File: config.mk
export PLATFORM = sky130hd
export DESIGN_NAME = operator_precedence_parser_core_flat
export DESIGN_NICKNAME = d
export VERILOG_FILES = /design/src/rtl/opp_pkg.sv /design/src/rtl/opp_token_if.sv /design/src/rtl/opp_result_if.sv /design/src/rtl/opp_ram.sv /design/src/rtl/operator_precedence_parser_core.sv /design/src/flat_wrapper.sv
export SDC_FILE = /design/constraint.sdc
export NUM_CORES = 1
export LEC_CHECK = 0
export ABC_AREA = 1
export BUFFER_PORTS_ARGS = -buffer_cell sky130_fd_sc_hd__buf_2
export CAP_MARGIN = 20
export CORE_ASPECT_RATIO = 0.8
export CORE_MARGIN = 8
export CORE_UTILIZATION = 55
export CTS_CLUSTER_SIZE = 30
export DETAILED_ROUTE_END_ITERATION = 6
export PLACE_DENSITY = 0.85
export SKIP_CTS_REPAIR_TIMING = 1
export SLEW_MARGIN = 40
export SYNTH_ARGS = -nofsm -noshare
export SYNTH_HDL_FRONTEND = slang
export SYNTH_SLANG_ARGS = --single-unit
File: constraint.sdc
create_clock -name clk -period 5.45 [get_ports clk]
set_input_delay 0.8175 -clock clk [delete_from_list [all_inputs] [get_ports clk]]
set_output_delay 0.8175 -clock clk [all_outputs]
set_load 0.02 [all_outputs]
File: src/rtl/opp_pkg.sv
package opp_pkg;

    localparam int STACK_DEPTH = 16;
    localparam int IDX_W       = (STACK_DEPTH > 1) ? $clog2(STACK_DEPTH) : 1;

    localparam int TOKEN_W  = 3;
    localparam int SYM_W    = 2;
    localparam int STATUS_W = 2;
    localparam int COUNT_W  = 5;
    localparam int DATA_W   = 32;
    localparam int PADDR_W  = 3;

    localparam logic [SYM_W-1:0] SYM_ID    = 2'd0;
    localparam logic [SYM_W-1:0] SYM_PLUS  = 2'd1;
    localparam logic [SYM_W-1:0] SYM_TIMES = 2'd2;
    localparam logic [SYM_W-1:0] SYM_END   = 2'd3;

    localparam logic [TOKEN_W-1:0] TOKEN_LAST = {1'b0, SYM_END};

    localparam logic [1:0] REL_ERROR   = 2'd0;
    localparam logic [1:0] REL_LESS    = 2'd1;
    localparam logic [1:0] REL_GREATER = 2'd2;
    localparam logic [1:0] REL_EQUAL   = 2'd3;

    localparam logic [STATUS_W-1:0] ST_SHIFT    = 2'd0;
    localparam logic [STATUS_W-1:0] ST_ACCEPT   = 2'd1;
    localparam logic [STATUS_W-1:0] ST_REJECT   = 2'd2;
    localparam logic [STATUS_W-1:0] ST_OVERFLOW = 2'd3;

    localparam logic [COUNT_W-1:0] COUNT_MAX = 5'd31;

    localparam logic [PADDR_W-1:0] ADDR_PRECEDENCE_TABLE = 3'd0;
    localparam logic [DATA_W-1:0]  TABLE_RESET           = 32'd363436456;

    localparam logic [IDX_W-1:0] TOP_FULL = IDX_W'(STACK_DEPTH - 1);

    function automatic logic [1:0] relation(
        input logic [DATA_W-1:0] tbl,
        input logic [SYM_W-1:0]  top_sym,
        input logic [SYM_W-1:0]  in_sym
    );
        logic [4:0] bit_pos;
        bit_pos = {top_sym, in_sym, 1'b0};
        return tbl[bit_pos +: 2];
    endfunction

endpackage

File: src/rtl/opp_token_if.sv
interface opp_token_if;
    logic                         valid;
    logic                         ready;
    logic [opp_pkg::TOKEN_W-1:0]  token;

    modport source (output valid, output token, input ready);
    modport sink (input valid, input token, output ready);
endinterface

File: src/rtl/opp_result_if.sv
interface opp_result_if;
    logic                          valid;
    logic                          ready;
    logic [opp_pkg::STATUS_W-1:0]  status;
    logic [opp_pkg::COUNT_W-1:0]   reduction_count;

    modport source (output valid, output status, output reduction_count, input ready);
    modport sink (input valid, input status, input reduction_count, output ready);
endinterface

File: src/rtl/opp_ram.sv
module opp_ram #(
    parameter int WIDTH = 2,
    parameter int DEPTH = 16
) (
    input  logic                                          clk,
    input  logic                                          we,
    input  logic [((DEPTH > 1) ? $clog2(DEPTH) : 1)-1:0]  waddr,
    input  logic [WIDTH-1:0]                              wdata,
    input  logic                                          re,
    input  logic [((DEPTH > 1) ? $clog2(DEPTH) : 1)-1:0]  raddr,
    output logic [WIDTH-1:0]                              rdata
);

    logic [WIDTH-1:0] mem_reg [DEPTH];
    logic [WIDTH-1:0] rdata_reg;

    always_ff @(posedge clk)
    begin
        if (we)
        begin
            mem_reg[waddr] <= wdata;
        end
        if (re)
        begin
            rdata_reg <= mem_reg[raddr];
        end
    end

    assign rdata = rdata_reg;

endmodule

File: src/rtl/operator_precedence_parser_core.sv
// Operator-precedence recognizer for id, plus, times and the end marker, one token per item
// and exactly one result item per token. The terminal stack sits in a one-port-read,
// one-port-write RAM; the top symbol is held in a register and the bottom end marker is
// implied, so no clearing pass is needed after reset or after accept/reject. A token that
// shifts, accepts or rejects without reducing goes through accept, evaluate and result;
// the result step waits for a free output register. Each reduction adds an evaluate step
// and a pop step per symbol popped, as each pop waits on the registered RAM read of the
// entry below; one off the stack bottom ends the token instead. A finished result waits in an
// output register; the next token is taken as soon as that result is loaded there. The
// precedence table is register 0 on the APB port and should only be written while the
// block is idle.
module operator_precedence_parser_core (
    input  logic                           clk,
    input  logic                           rst_n,
    opp_token_if.sink                      tokens,
    opp_result_if.source                   results,
    input  logic                           psel,
    input  logic                           penable,
    input  logic                           pwrite,
    input  logic [opp_pkg::PADDR_W-1:0]    paddr,
    input  logic [opp_pkg::DATA_W-1:0]     pwdata,
    output logic [opp_pkg::DATA_W-1:0]     prdata,
    output logic                           pready
);

    typedef enum logic [3:0] {
        S_IDLE   = 4'b0001,
        S_EVAL   = 4'b0010,
        S_POP    = 4'b0100,
        S_FINISH = 4'b1000
    } state_t;

    state_t                          state_reg, state_next;
    logic [opp_pkg::DATA_W-1:0]      table_reg;
    logic [opp_pkg::TOKEN_W-1:0]     tok_reg, tok_next;
    logic [opp_pkg::IDX_W-1:0]       top_reg, top_next;
    logic [opp_pkg::SYM_W-1:0]       top_sym_reg, top_sym_next;
    logic [opp_pkg::SYM_W-1:0]       popped_reg, popped_next;
    logic [opp_pkg::COUNT_W-1:0]     count_reg, count_next, count_inc;
    logic [opp_pkg::STATUS_W-1:0]    status_reg, status_next;
    logic                            res_valid_reg, res_valid_next;
    logic [opp_pkg::STATUS_W-1:0]    res_status_reg, res_status_next;
    logic [opp_pkg::COUNT_W-1:0]     res_count_reg, res_count_next;

    logic                            ram_we, ram_re;
    logic [opp_pkg::IDX_W-1:0]       ram_waddr, ram_raddr;
    logic [opp_pkg::SYM_W-1:0]       ram_rdata;
    logic [opp_pkg::SYM_W-1:0]       below_sym;
    logic [1:0]                      rel_top, rel_below;
    logic                            slot_free;
    logic                            cfg_write;

    opp_ram #(
        .WIDTH (opp_pkg::SYM_W),
        .DEPTH (opp_pkg::STACK_DEPTH)
    ) u_stack (
        .clk   (clk),
        .we    (ram_we),
        .waddr (ram_waddr),
        .wdata (tok_reg[opp_pkg::SYM_W-1:0]),
        .re    (ram_re),
        .raddr (ram_raddr),
        .rdata (ram_rdata)
    );

    assign pready    = 1'b1;
    assign cfg_write = psel && penable && pwrite && pready
                       && (paddr == opp_pkg::ADDR_PRECEDENCE_TABLE);
    assign prdata    = (paddr == opp_pkg::ADDR_PRECEDENCE_TABLE) ? table_reg
                                                                 : '0;

    // entry zero is always the end marker
    assign below_sym = (top_reg == '0) ? opp_pkg::SYM_END : ram_rdata;
    assign rel_top   = opp_pkg::relation(table_reg, top_sym_reg,
                                         tok_reg[opp_pkg::SYM_W-1:0]);
    assign rel_below = opp_pkg::relation(table_reg, below_sym, popped_reg);
    assign count_inc = (count_reg == opp_pkg::COUNT_MAX) ? count_reg
                                                         : count_reg + 1'b1;
    assign slot_free = !res_valid_reg || results.ready;

    assign tokens.ready           = (state_reg == S_IDLE);
    assign results.valid          = res_valid_reg;
    assign results.status         = res_status_reg;
    assign results.reduction_count = res_count_reg;

    always_comb
    begin
        state_next      = state_reg;
        tok_next        = tok_reg;
        top_next        = top_reg;
        top_sym_next    = top_sym_reg;
        popped_next     = popped_reg;
        count_next      = count_reg;
        status_next     = status_reg;
        res_valid_next  = res_valid_reg && !results.ready;
        res_status_next = res_status_reg;
        res_count_next  = res_count_reg;
        ram_we          = 1'b0;
        ram_waddr       = top_reg + 1'b1;
        ram_re          = 1'b0;
        ram_raddr       = top_reg - 1'b1;

        case (state_reg)
            S_IDLE:
            begin
                if (tokens.valid)
                begin
                    tok_next   = tokens.token;
                    count_next = '0;
                    state_next = S_EVAL;
                end
            end
            S_EVAL:
            begin
                if (tok_reg > opp_pkg::TOKEN_LAST)
                begin
                    status_next = opp_pkg::ST_REJECT;
                    state_next  = S_FINISH;
                end
                else if (top_reg == '0 && tok_reg == opp_pkg::TOKEN_LAST)
                begin
                    status_next = opp_pkg::ST_ACCEPT;
                    state_next  = S_FINISH;
                end
                else if (rel_top == opp_pkg::REL_GREATER)
                begin
                    if (top_reg == '0)
                    begin
                        count_next  = count_inc;
                        status_next = opp_pkg::ST_REJECT;
                        state_next  = S_FINISH;
                    end
                    else
                    begin
                        // pop the top, fetch the entry below it
                        popped_next = top_sym_reg;
                        top_next    = top_reg - 1'b1;
                        ram_re      = 1'b1;
                        state_next  = S_POP;
                    end
                end
                else if (rel_top == opp_pkg::REL_ERROR)
                begin
                    status_next = opp_pkg::ST_REJECT;
                    state_next  = S_FINISH;
                end
                else if (top_reg == opp_pkg::TOP_FULL)
                begin
                    status_next = opp_pkg::ST_OVERFLOW;
                    state_next  = S_FINISH;
                end
                else
                begin
                    ram_we       = 1'b1;
                    top_next     = top_reg + 1'b1;
                    top_sym_next = tok_reg[opp_pkg::SYM_W-1:0];
                    status_next  = opp_pkg::ST_SHIFT;
                    state_next   = S_FINISH;
                end
            end
            S_POP:
            begin
                if (rel_below == opp_pkg::REL_LESS)
                begin
                    // reduction done, look at the token again
                    count_next   = count_inc;
                    top_sym_next = below_sym;
                    state_next   = S_EVAL;
                end
                else if (top_reg == '0)
                begin
                    count_next  = count_inc;
                    status_next = opp_pkg::ST_REJECT;
                    state_next  = S_FINISH;
                end
                else
                begin
                    popped_next = below_sym;
                    top_next    = top_reg - 1'b1;
                    ram_re      = 1'b1;
                end
            end
            S_FINISH:
            begin
                if (slot_free)
                begin
                    res_valid_next  = 1'b1;
                    res_status_next = status_reg;
                    res_count_next  = count_reg;
                    if (status_reg != opp_pkg::ST_SHIFT)
                    begin
                        top_next     = '0;
                        top_sym_next = opp_pkg::SYM_END;
                    end
                    state_next = S_IDLE;
                end
            end
            default:
            begin
                state_next = S_IDLE;
            end
        endcase
    end

    always_ff @(posedge clk or negedge rst_n)
    begin
        if (!rst_n)
        begin
            state_reg     <= S_IDLE;
            table_reg     <= opp_pkg::TABLE_RESET;
            top_reg       <= '0;
            top_sym_reg   <= opp_pkg::SYM_END;
            count_reg     <= '0;
            res_valid_reg <= 1'b0;
        end
        else
        begin
            state_reg     <= state_next;
            top_reg       <= top_next;
            top_sym_reg   <= top_sym_next;
            count_reg     <= count_next;
            res_valid_reg <= res_valid_next;
            if (cfg_write)
            begin
                table_reg <= pwdata;
            end
        end
    end

    always_ff @(posedge clk)
    begin
        tok_reg        <= tok_next;
        popped_reg     <= popped_next;
        status_reg     <= status_next;
        res_status_reg <= res_status_next;
        res_count_reg  <= res_count_next;
    end

endmodule
File: src/flat_wrapper.sv
// flat-port wrapper written by rule: the top's interface ports become plain ports
module operator_precedence_parser_core_flat 
  (clk, rst_n, psel, penable, pwrite, paddr, pwdata, prdata, pready, tokens_valid, tokens_token, tokens_ready, results_valid, results_status, results_reduction_count, results_ready);
  opp_token_if tokens_i ();
  opp_result_if results_i ();
  input  logic clk;
  input  logic rst_n;
  input  logic psel;
  input  logic penable;
  input  logic pwrite;
  input  logic [opp_pkg::PADDR_W-1:0] paddr;
  input  logic [opp_pkg::DATA_W-1:0] pwdata;
  output logic [opp_pkg::DATA_W-1:0] prdata;
  output logic pready;
  input wire logic [$bits(tokens_i.valid)-1:0] tokens_valid;
  input wire logic [$bits(tokens_i.token)-1:0] tokens_token;
  output wire logic [$bits(tokens_i.ready)-1:0] tokens_ready;
  output wire logic [$bits(results_i.valid)-1:0] results_valid;
  output wire logic [$bits(results_i.status)-1:0] results_status;
  output wire logic [$bits(results_i.reduction_count)-1:0] results_reduction_count;
  input wire logic [$bits(results_i.ready)-1:0] results_ready;
  assign tokens_i.valid = tokens_valid;
  assign tokens_i.token = tokens_token;
  assign tokens_ready = tokens_i.ready;
  assign results_valid = results_i.valid;
  assign results_status = results_i.status;
  assign results_reduction_count = results_i.reduction_count;
  assign results_i.ready = results_ready;
  operator_precedence_parser_core u_core (.clk(clk), .rst_n(rst_n), .tokens(tokens_i), .results(results_i), .psel(psel), .penable(penable), .pwrite(pwrite), .paddr(paddr), .pwdata(pwdata), .prdata(prdata), .pready(pready));
endmodule
==> reports/results.tsv, run 1 <==
metric	value	unit
async_flop_share	50.0	%
antenna_found_initial	0	
p_int	0.00163	W
grt_overflow_total	0	
fin_setup_tns	0	ns
fin_skew	0.00601	ns
syn_to_final_growth	16.7	%
grt_max_degree	49	
synth_cell_type_count	36	
clock_path_buffers	2	
ant_nets	0	
syn-instance-count	630	
rsz0062_at_grt	no	
die_w	124	um
fin_area	5960	sq um
grt_pass1_vias	4379	
seqPwrFrac	37.8	%
path_class	flop to flop	
max_freq	291	MHz
synth_area	5110	sq um
synth_edf_count	48	
hpwl	9410	um
slew-limit-headroom	51.6	%
crit_required	5.48	ns
regToRegSetupSlack	2.02	ns
swShare	40.7	%
power_frac_comb	39.8	%
cts_sinks	96	
p_clk_share	22.3	%
ir_worst_vdd	0.272	mV
synth_top_cell_by_area	edfxtp_1	
rows	31	
cts_tree	built	
port-buffer-count	85	
numCtsBuffers	9	
synth.area.top_cells	edfxtp_1, dfrtp_1, nand2_1	
power_density	461	nW/um^2
pin_count	87	
cp-start-kind	flop	
grt_first_pass_wirelength	20800	um
routed_wl	12700	um
synth.top_cell.area_share	28.2	%
outcome	complete, no violations	
layout_commonest_cell	nand2_1	
hold_violations	0	
synth_warnings	0	
arrival	3.47	ns
fin_crit	3.43	ns
netSwitchingPower	0.00112	W
clkTransAtPathRegs	0.06	ns
diodes	0	
max-cap-violations	0	
htree_levels	3	
die_h	102	um
dr_total_vias	4552	
dpl_cell_area	5670	sq um
insertion_delay	0.34	ns
track_usage	20.7	%
initial_core_util	56.6	%
finalSetupViolCount	0	
final_max_slew_viol_count	0	
hold_path.class	flop to flop	
dr.pass1.iters	5	
yosysSeqAreaShare	52.1	%
timing.final.crit_share	63.0	%
synth_ff_type	edfxtp_1	
layout_common_cells	nand2_1, nor2_1, buf_2	
synth_fp_nets	682	
wire_per_inst	15.3	um
route.detailed.drc	0	
place_congestion	0.961	
root_buffer	clkbuf_16	
drt-initial-drc-count	386	
crit_path_max_fanout	24	
drive_gt1_share	19.7	%
postSynthAreaPerCell	8.11	sq um
synth-seq-cells	96	
end_kind	flop	
core	9040	sq um
viasPerCell	5.48	
dieArea	12700	sq um
p_leak	2.85	nW
final_nets	763	
worstMarginPinSlew	0.725	ns
[per-layer routing]
metal / track usage (%) / routed length (um) / part of all wire (%)
met1: 26.8 / 5440 / 43
met2: 33.1 / 5970 / 47
met3: 6.24 / 1190 / 9.4
met4: 5.54 / 125 / 0.98
met5: 0 / 0 / 0
[synthesized netlist by cell type (2+ instances only)]
cell	number
o21ai_1	9
dfrtp_1	31
nand2_1	154
buf_4	3
nand4_1	3
nor2_2	2
o221ai_1	6
inv_1	67
o21bai_1	2
nor2_1	85
inv_2	3
clkinv_1	3
o22ai_1	2
a21oi_1	7
o21ai_0	64
clkbuf_1	14
buf_2	4
nand3b_1	2
o211ai_1	3
a211oi_1	2
or2_2	2
nand3_1	67
nand2_2	8
xor2_1	6
ha_1	7
dfstp_2	17
edfxtp_1	48
[through the flow]
stage / worst slack [ns] / std cells / util (%) / total power, W / hold WS (ns)
6_report: 2.02 / 831 / 66.0 / 0.00275 / 0.503
5_1_grt: 1.70 / 831 / 66.0 / 0.00293 / 0.509
2_1_floorplan: 2.81 / 630 / - / 0.00182 / 0.442
3_5_place_dp: 2.03 / 815 / 62.7 / 0.00212 / 0.484
4_1_cts: 2.04 / 831 / 66.0 / 0.00274 / 0.502
3_3_place_gp: 2.19 / 812 / 62.1 / 0.00208 / 0.472
[final timing paths]
kind                                      start                            end  depth (start not counted)
max                           u_core.top_reg[0]  u_core.u_stack.mem_reg[11][0]                         10
min                        u_core.status_reg[0]       u_core.results.status[0]                          0
max reg2reg                   u_core.top_reg[0]  u_core.u_stack.mem_reg[11][0]                         10
min reg2reg                u_core.status_reg[0]       u_core.results.status[0]                          0
max in group asynchronous                 rst_n            u_core.count_reg[3]                          2
min in group asynchronous                 rst_n           u_core.table_reg[27]                          2
[logic make-up (layout without fill, tap and decap cells)]
kind of cell               count (synthesis)  after routing  share of synthesized area (%)
adders and majority gates                  7              7                           1.71
AOI/OAI and AO/OA                         98             98                           10.6
buffers and inverters                     95            181                           7.44
other                                      1              1                         0.0734
xor gates and xnor gates                   7              7                           1.20
DFF                                       96             96                           52.1
and+or+nand+nor                          326            326                           26.9
[layout make-up]
type                            instances  area (sq um)
Clock inverter                          2          10.0
Fill cell                             733          3070
Sequential cell                        96          2660
Inverter                               73           274
Clock buffer                           14           287
Multi-Input combinational cell        439          2070
Timing Repair Buffer                   92           513
Tap cell                              115           144
[critical path, cell delays in order (launching register included)]
cell and delay, ns:
dfrtp_1 0.78, clkinv_1 0.60, ha_1 0.41, nand2_1 0.07
nor2_1 0.03, buf_4 0.20, nand4_1 0.13, inv_1 0.10
nor4_4 0.42, nand2_2 0.15, nor2_1 0.21
[power by group through the flow]
stage | registers [W] | clock network [W] | logic (W)
6_report | 0.00104 | 0.000615 | 0.00110
3_3_place_gp | 0.00105 | 0 | 0.00103
4_1_cts | 0.00104 | 0.000626 | 0.00108
3_5_place_dp | 0.00105 | 0 | 0.00107
2_1_floorplan | 0.00102 | 0 | 0.000796
5_1_grt | 0.00106 | 0.000651 | 0.00122
Note: power is estimated with default switching activity, not from simulation.
==> run 2, diff against run 1 <==
--- a/config.mk
+++ b/config.mk
@@ -5,15 +5,15 @@
 export SDC_FILE = /design/constraint.sdc
 export NUM_CORES = 1
 export LEC_CHECK = 0
-export ABC_AREA = 1
+export ABC_AREA = 0
 export BUFFER_PORTS_ARGS = -buffer_cell sky130_fd_sc_hd__buf_2
 export CAP_MARGIN = 20
 export CORE_ASPECT_RATIO = 0.8
 export CORE_MARGIN = 8
-export CORE_UTILIZATION = 55
+export CORE_UTILIZATION = 51
 export CTS_CLUSTER_SIZE = 30
 export DETAILED_ROUTE_END_ITERATION = 6
-export PLACE_DENSITY = 0.85
+export PLACE_DENSITY = 0.83
 export SKIP_CTS_REPAIR_TIMING = 1
 export SLEW_MARGIN = 40
 export SYNTH_ARGS = -nofsm -noshare
==> constraint.sdc (replaced) <==
create_clock -name clk -period 3 [get_ports clk]
set_input_delay 0.45 -clock clk [delete_from_list [all_inputs] [get_ports clk]]
set_output_delay 0.45 -clock clk [all_outputs]
set_load 0.02 [all_outputs]
==> run 2 against run 1 <==
  * Sequential cell count stayed put
  * Combinational power is 58% higher
  * Via count is 17% lower
  * Wire length hardly changed
  * Die area is 6.2% higher
  * Highest routed layer unchanged
==> reports/results.tsv, run 2 <==
metric	value	unit
outcome	complete, no violations	
crit_required	3.04	ns
crit_path_max_fanout	8	
cp-start-kind	flop	
worstMarginPinSlew	0.621	ns
setup_ws	0.139	ns
dr_total_vias	3756	
initial_core_util	52.5	%
yosysSeqAreaShare	52.4	%
port-buffer-count	85	
wl_met3	999	um
grt_overflow_total	0	
final_max_slew_viol_count	0	
synth.area.top_cells	edfxtp_1, dfrtp_1, dfstp_2	
synth_edf_count	48	
htree_levels	3	
final_nets	537	
fin_area	5970	sq um
core	9690	sq um
pre_cts_slack	0.167	ns
synth.most_common_cell	edfxtp_1	
synth_compound_area_share	7.06	%
wire_per_inst	20.3	um
track_usage	19.5	%
synth_fp_nets	451	
grt_pass1_vias	3837	
timing.final.crit_share	95.4	%
holdWs	0.122	ns
hold_path.class	primary input to asynchronous set/reset pin	
synth_top_cell_by_area	edfxtp_1	
insertion_delay	0.35	ns
numCtsBuffers	9	
fin_crit	2.86	ns
fin_setup_tns	0	ns
rsz0062_at_grt	no	
grt_first_pass_wirelength	20700	um
synth.top_cell.area_share	28.4	%
syn-instance-count	399	
ir_worst_vdd	0.446	mV
route.detailed.drc	0	
postSynthAreaPerCell	12.7	sq um
dpl_cell_area	5630	sq um
diodes	0	
dieArea	13400	sq um
pin_count	87	
drive_gt1_share	40.0	%
highest_layer	met4	
clock_path_buffers	2	
synth-simple-area-share	18.0	%
r2r_cells	6	
antenna_found_initial	0	
synth-seq-cells	96	
r2r-end	u_core.u_stack.rdata[0]	
rows	32	
hold_violations	0	
layout_common_cells	buf_2, edfxtp_1, and2_1	
wl_met1	5360	um
die_w	128	um
final_util	61.6	%
place_congestion	0.925	
max-cap-violations	0	
slew-limit-headroom	58.6	%
clkTransAtPathRegs	0.07	ns
synth_xor_area_share	0.861	%
route.met2.wl	6070	um
root_buffer	clkbuf_16	
cts_sinks	96	
routed_wl	12700	um
synth_warnings	0	
layout_commonest_cell	buf_2	
synth_cell_type_count	60	
synthAdderAreaFrac	1.72	%
syn_to_final_growth	17.4	%
path_class	flop to flop	
viasPerCell	6.00	
fin_skew	0.00799	ns
synth_top_family_by_area	simple AND/OR/NAND/NOR gates	
async_flop_share	50.0	%
end_kind	flop	
drt-initial-drc-count	355	
p_leak	2.49	nW
finalSetupViolCount	0	
power_density	816	nW/um^2
arrival	2.90	ns
die_h	105	um
worstReg2RegStart	u_core.top_sym_reg[0]	
synth_area	5080	sq um
hpwl	9250	um
synth_ff_type	edfxtp_1	
grt_max_degree	49	
ant_nets	0	
dr.pass1.iters	6	
cts_tree	built	
regToRegSetupSlack	0.14	ns
yosys-top-cells-count	edfxtp_1, and2_1, nor2_1	
synthMuxAreaShare	16.5	%
max_freq	350	MHz
## run 2: cell count changes in the layout (fill, tap and decap cells not counted), sizes merged, moves of 34 or more
cell   before  now
and2        0   38
inv        70    6
mux2        0   34
nand2     162   24
nand3      67    8
nor2       87   34
o21ai      74    9
## run 2: area by class of cell
class | instances | area (sq um)
fillers | 774 | 3720
multi-input cells | 275 | 2270
flip-flops and latches | 96 | 2660
inverters | 4 | 15.0
clock inverters | 4 | 47.5
repair buffers | 99 | 533
clock buffers | 12 | 269
well taps | 136 | 170
## run 2: cells by family after synthesis
kind of cell	Yosys count
AOI/OAI and AO/OA	48
xor gates and xnor gates	5
adders and majority gates	7
buffers and inverters	28
DFF	96
muxes	55
other	1
and+or+nand+nor	159
## run 2: power breakdown
part / total (W) / switching (W) / leakage [nW] / internal, W
sequential: 0.00192 / 0.000271 / 1.02 / 0.00165
combinational: 0.00174 / 0.000907 / 1.32 / 0.000831
clock: 0.00121 / 0.000484 / 0.162 / 0.000722
## run 2: worst max-delay path by stage
stage / start / end / slack [ns] / cells past startpoint
2_1_floorplan: u_core.top_sym_reg[0] / u_core.top_reg[0] / 0.35 / 9
3_3_place_gp: u_core.top_sym_reg[0] / u_core.popped_reg[0] / 0.25 / 6
3_5_place_dp: u_core.top_sym_reg[0] / u_core.u_stack.rdata[1] / 0.17 / 6
4_1_cts: u_core.top_sym_reg[0] / u_core.u_stack.rdata[0] / 0.14 / 6
5_1_grt: u_core.top_sym_reg[0] / u_core.u_stack.rdata[1] / 0.02 / 6
6_report: u_core.top_sym_reg[0] / u_core.u_stack.rdata[0] / 0.14 / 6
## run 2: routing by layer
metal | track usage [%] | up-vias
met4 | 7.87 | 0
li1 | - | 1682
met3 | 4.98 | 28
met1 | 25.4 | 1845
met5 | 0 | -
met2 | 30.7 | 201
## run 2: through the flow
stage / total power, W / std cells
2_1_floorplan: 0.00317 / 399
3_3_place_gp: 0.00353 / 608
3_5_place_dp: 0.00361 / 608
4_1_cts: 0.00483 / 624
5_1_grt: 0.00510 / 626
6_report: 0.00487 / 626
## run 2: critical path, stage by stage, from the launching register on
cell      delay (ns)
dfstp_2         0.65
mux4_2          0.53
mux2_4          0.30
o221ai_4        0.23
nand2_1         0.16
or3_1           0.42
a21oi_1         0.26
==> run 3, diff against run 2 <==
--- a/config.mk
+++ b/config.mk
@@ -5,7 +5,7 @@
 export SDC_FILE = /design/constraint.sdc
 export NUM_CORES = 1
 export LEC_CHECK = 0
-export ABC_AREA = 0
+export ABC_AREA = 1
 export BUFFER_PORTS_ARGS = -buffer_cell sky130_fd_sc_hd__buf_2
 export CAP_MARGIN = 20
 export CORE_ASPECT_RATIO = 0.8
==> run 3 against run 2 <==
  * The flow now finishes with violations (design-rule violations)
  * Sequential cell count unchanged
  * Die area is 0.49% higher
  * Cell count is 36% higher
  * Cell area grew 0.34%
  * Highest routed layer unchanged
==> reports/results.tsv, run 3 (synthesis gave the netlist of run 1 again) <==
metric	value	unit
fin_area	5990	sq um
dr.pass1.iters	7	
multi_input_area	2080	sq um
worstReg2RegStart	u_core.tok_reg[0]	
clock_path_buffers	2	
grt_first_pass_wirelength	22100	um
grt_max_degree	65	
violations	design-rule violations	
r2r_cells	10	
final_max_slew_viol_count	0	
fin_skew	0.0142	ns
initial_core_util	52.8	%
die_h	106	um
finalNonFillerCells	854	
place_congestion	0.897	
clkTransAtPathRegs	0.07	ns
rows	32	
dr_total_vias	4717	
pre_cts_slack	0.218	ns
track_usage	20.1	%
drt-initial-drc-count	508	
regToRegSetupSlack	0.34	ns
path_class	flop to flop	
timing.final.crit_share	88.5	%
hold_violations	0	
power	0.00513	W
route.detailed.drc	1	
fillCellCount	839	
ir_worst_vdd	0.523	mV
antenna_found_initial	0	
layout_commonest_cell	nand2_1	
cts_sinks	96	
outcome	finished, violations left	
end_kind	flop	
port-buffer-count	85	
hpwl	9620	um
power_density	857	nW/um^2
insertion_delay	0.35	ns
drive_gt1_share	19.8	%
worstSetupStartpoint	u_core.tok_reg[0]	
arrival	2.71	ns
rsz0062_at_grt	no	
slew-limit-headroom	56.3	%
die_w	128	um
cp-start-kind	flop	
pin_count	87	
crit_required	3.05	ns
layout_common_cells	nand2_1, nor2_1, buf_2	
dp_cells	838	
wire_per_inst	15.6	um
root_buffer	clkbuf_16	
seq_area	2660	sq um
finalSetupViolCount	0	
ant_nets	0	
dpl_cell_area	5680	sq um
htree_levels	3	
setup_ws	0.344	ns
crit_path_max_fanout	18	
final_nets	765	
routed_wl	13400	um
viasPerCell	5.52	
grt_overflow_total	0	
core	9690	sq um
fin_crit	2.66	ns
diodes	0	
p_leak	2.84	nW
worstMarginPinSlew	0.651	ns
numCtsBuffers	9	
max-cap-violations	0	
dieArea	13500	sq um
grt_pass1_vias	4622	
cts_tree	built	
syn_to_final_growth	17.1	%
hold_path.class	primary input to asynchronous set/reset pin	
fin_setup_tns	0	ns
r2r-end	u_core.u_stack.mem_reg[9][0]	
max_freq	376	MHz
==> run 3: cell count changes in the layout (fill, tap and decap cells not counted), sizes merged, moves of 6 or more <==
cell,previous run,this run
nor2,34,87
mux4,18,0
nor4b,6,0
mux2,34,0
nand3,8,67
o21ai,9,74
a31oi,6,0
inv,6,70
and2,38,0
nor4bb,6,0
nand2,24,162
==> run 3: critical path, stage by stage (launching register included) <==
cell and delay, ns:
edfxtp_1 0.73, inv_2 0.23, nand2_1 0.13, nand3_1 0.09, nand3_1 0.11, nand3_1 0.08
nand2_2 0.11, nand2_2 0.10, nor4_4 0.36, nand2_2 0.18, nor2_1 0.21
==> run 3: power breakdown <==
part	switching, W	internal [W]	total [W]
clock network	0.000468	0.000727	0.00120
logic	0.00142	0.000633	0.00206
registers	0.000185	0.00169	0.00188
total	0.00208	0.00305	0.00513
==> run 3: layer usage <==
metal	share of wire, %	GRT usage [%]	wire length, um	vias up
li1	-	-	-	2223
met1	42	25.3	5590	2234
met2	47	32.0	6270	232
met3	8.9	5.69	1190	28
met4	2.3	8.64	311	0
met5	0	0	0	-
==> run 3: worst max-delay path by stage <==
stage / slack [ns] / cells after the start / to
global route: 0.18 / 10 / u_core.u_stack.mem_reg[0][1]
finish: 0.34 / 10 / u_core.u_stack.mem_reg[9][0]
CTS: 0.16 / 10 / u_core.u_stack.rdata[0]
floorplan: 0.58 / 11 / u_core.u_stack.mem_reg[0][0]
global placement: 0.32 / 10 / u_core.u_stack.rdata[0]
detailed placement: 0.22 / 10 / u_core.u_stack.rdata[0]
==> run 3: final cells by class <==
class | instances | share of cell area [%]
timing repair buffer | 94 | 8.28
sequential | 96 | 44.5
multi-input combinational | 439 | 34.7
clock buffer | 12 | 3.95
inverter | 73 | 4.58
clock inverter | 4 | 1.15
tap | 136 | 2.84
==> run 3: metrics by stage <==
stage	util (%)	hold slack, ns
final	61.8	0.119
after global routing	61.8	0.161
after global placement	58.6	0.478
after floorplan	-	0.154
after CTS	61.8	0.136
after detailed placement	58.6	0.493
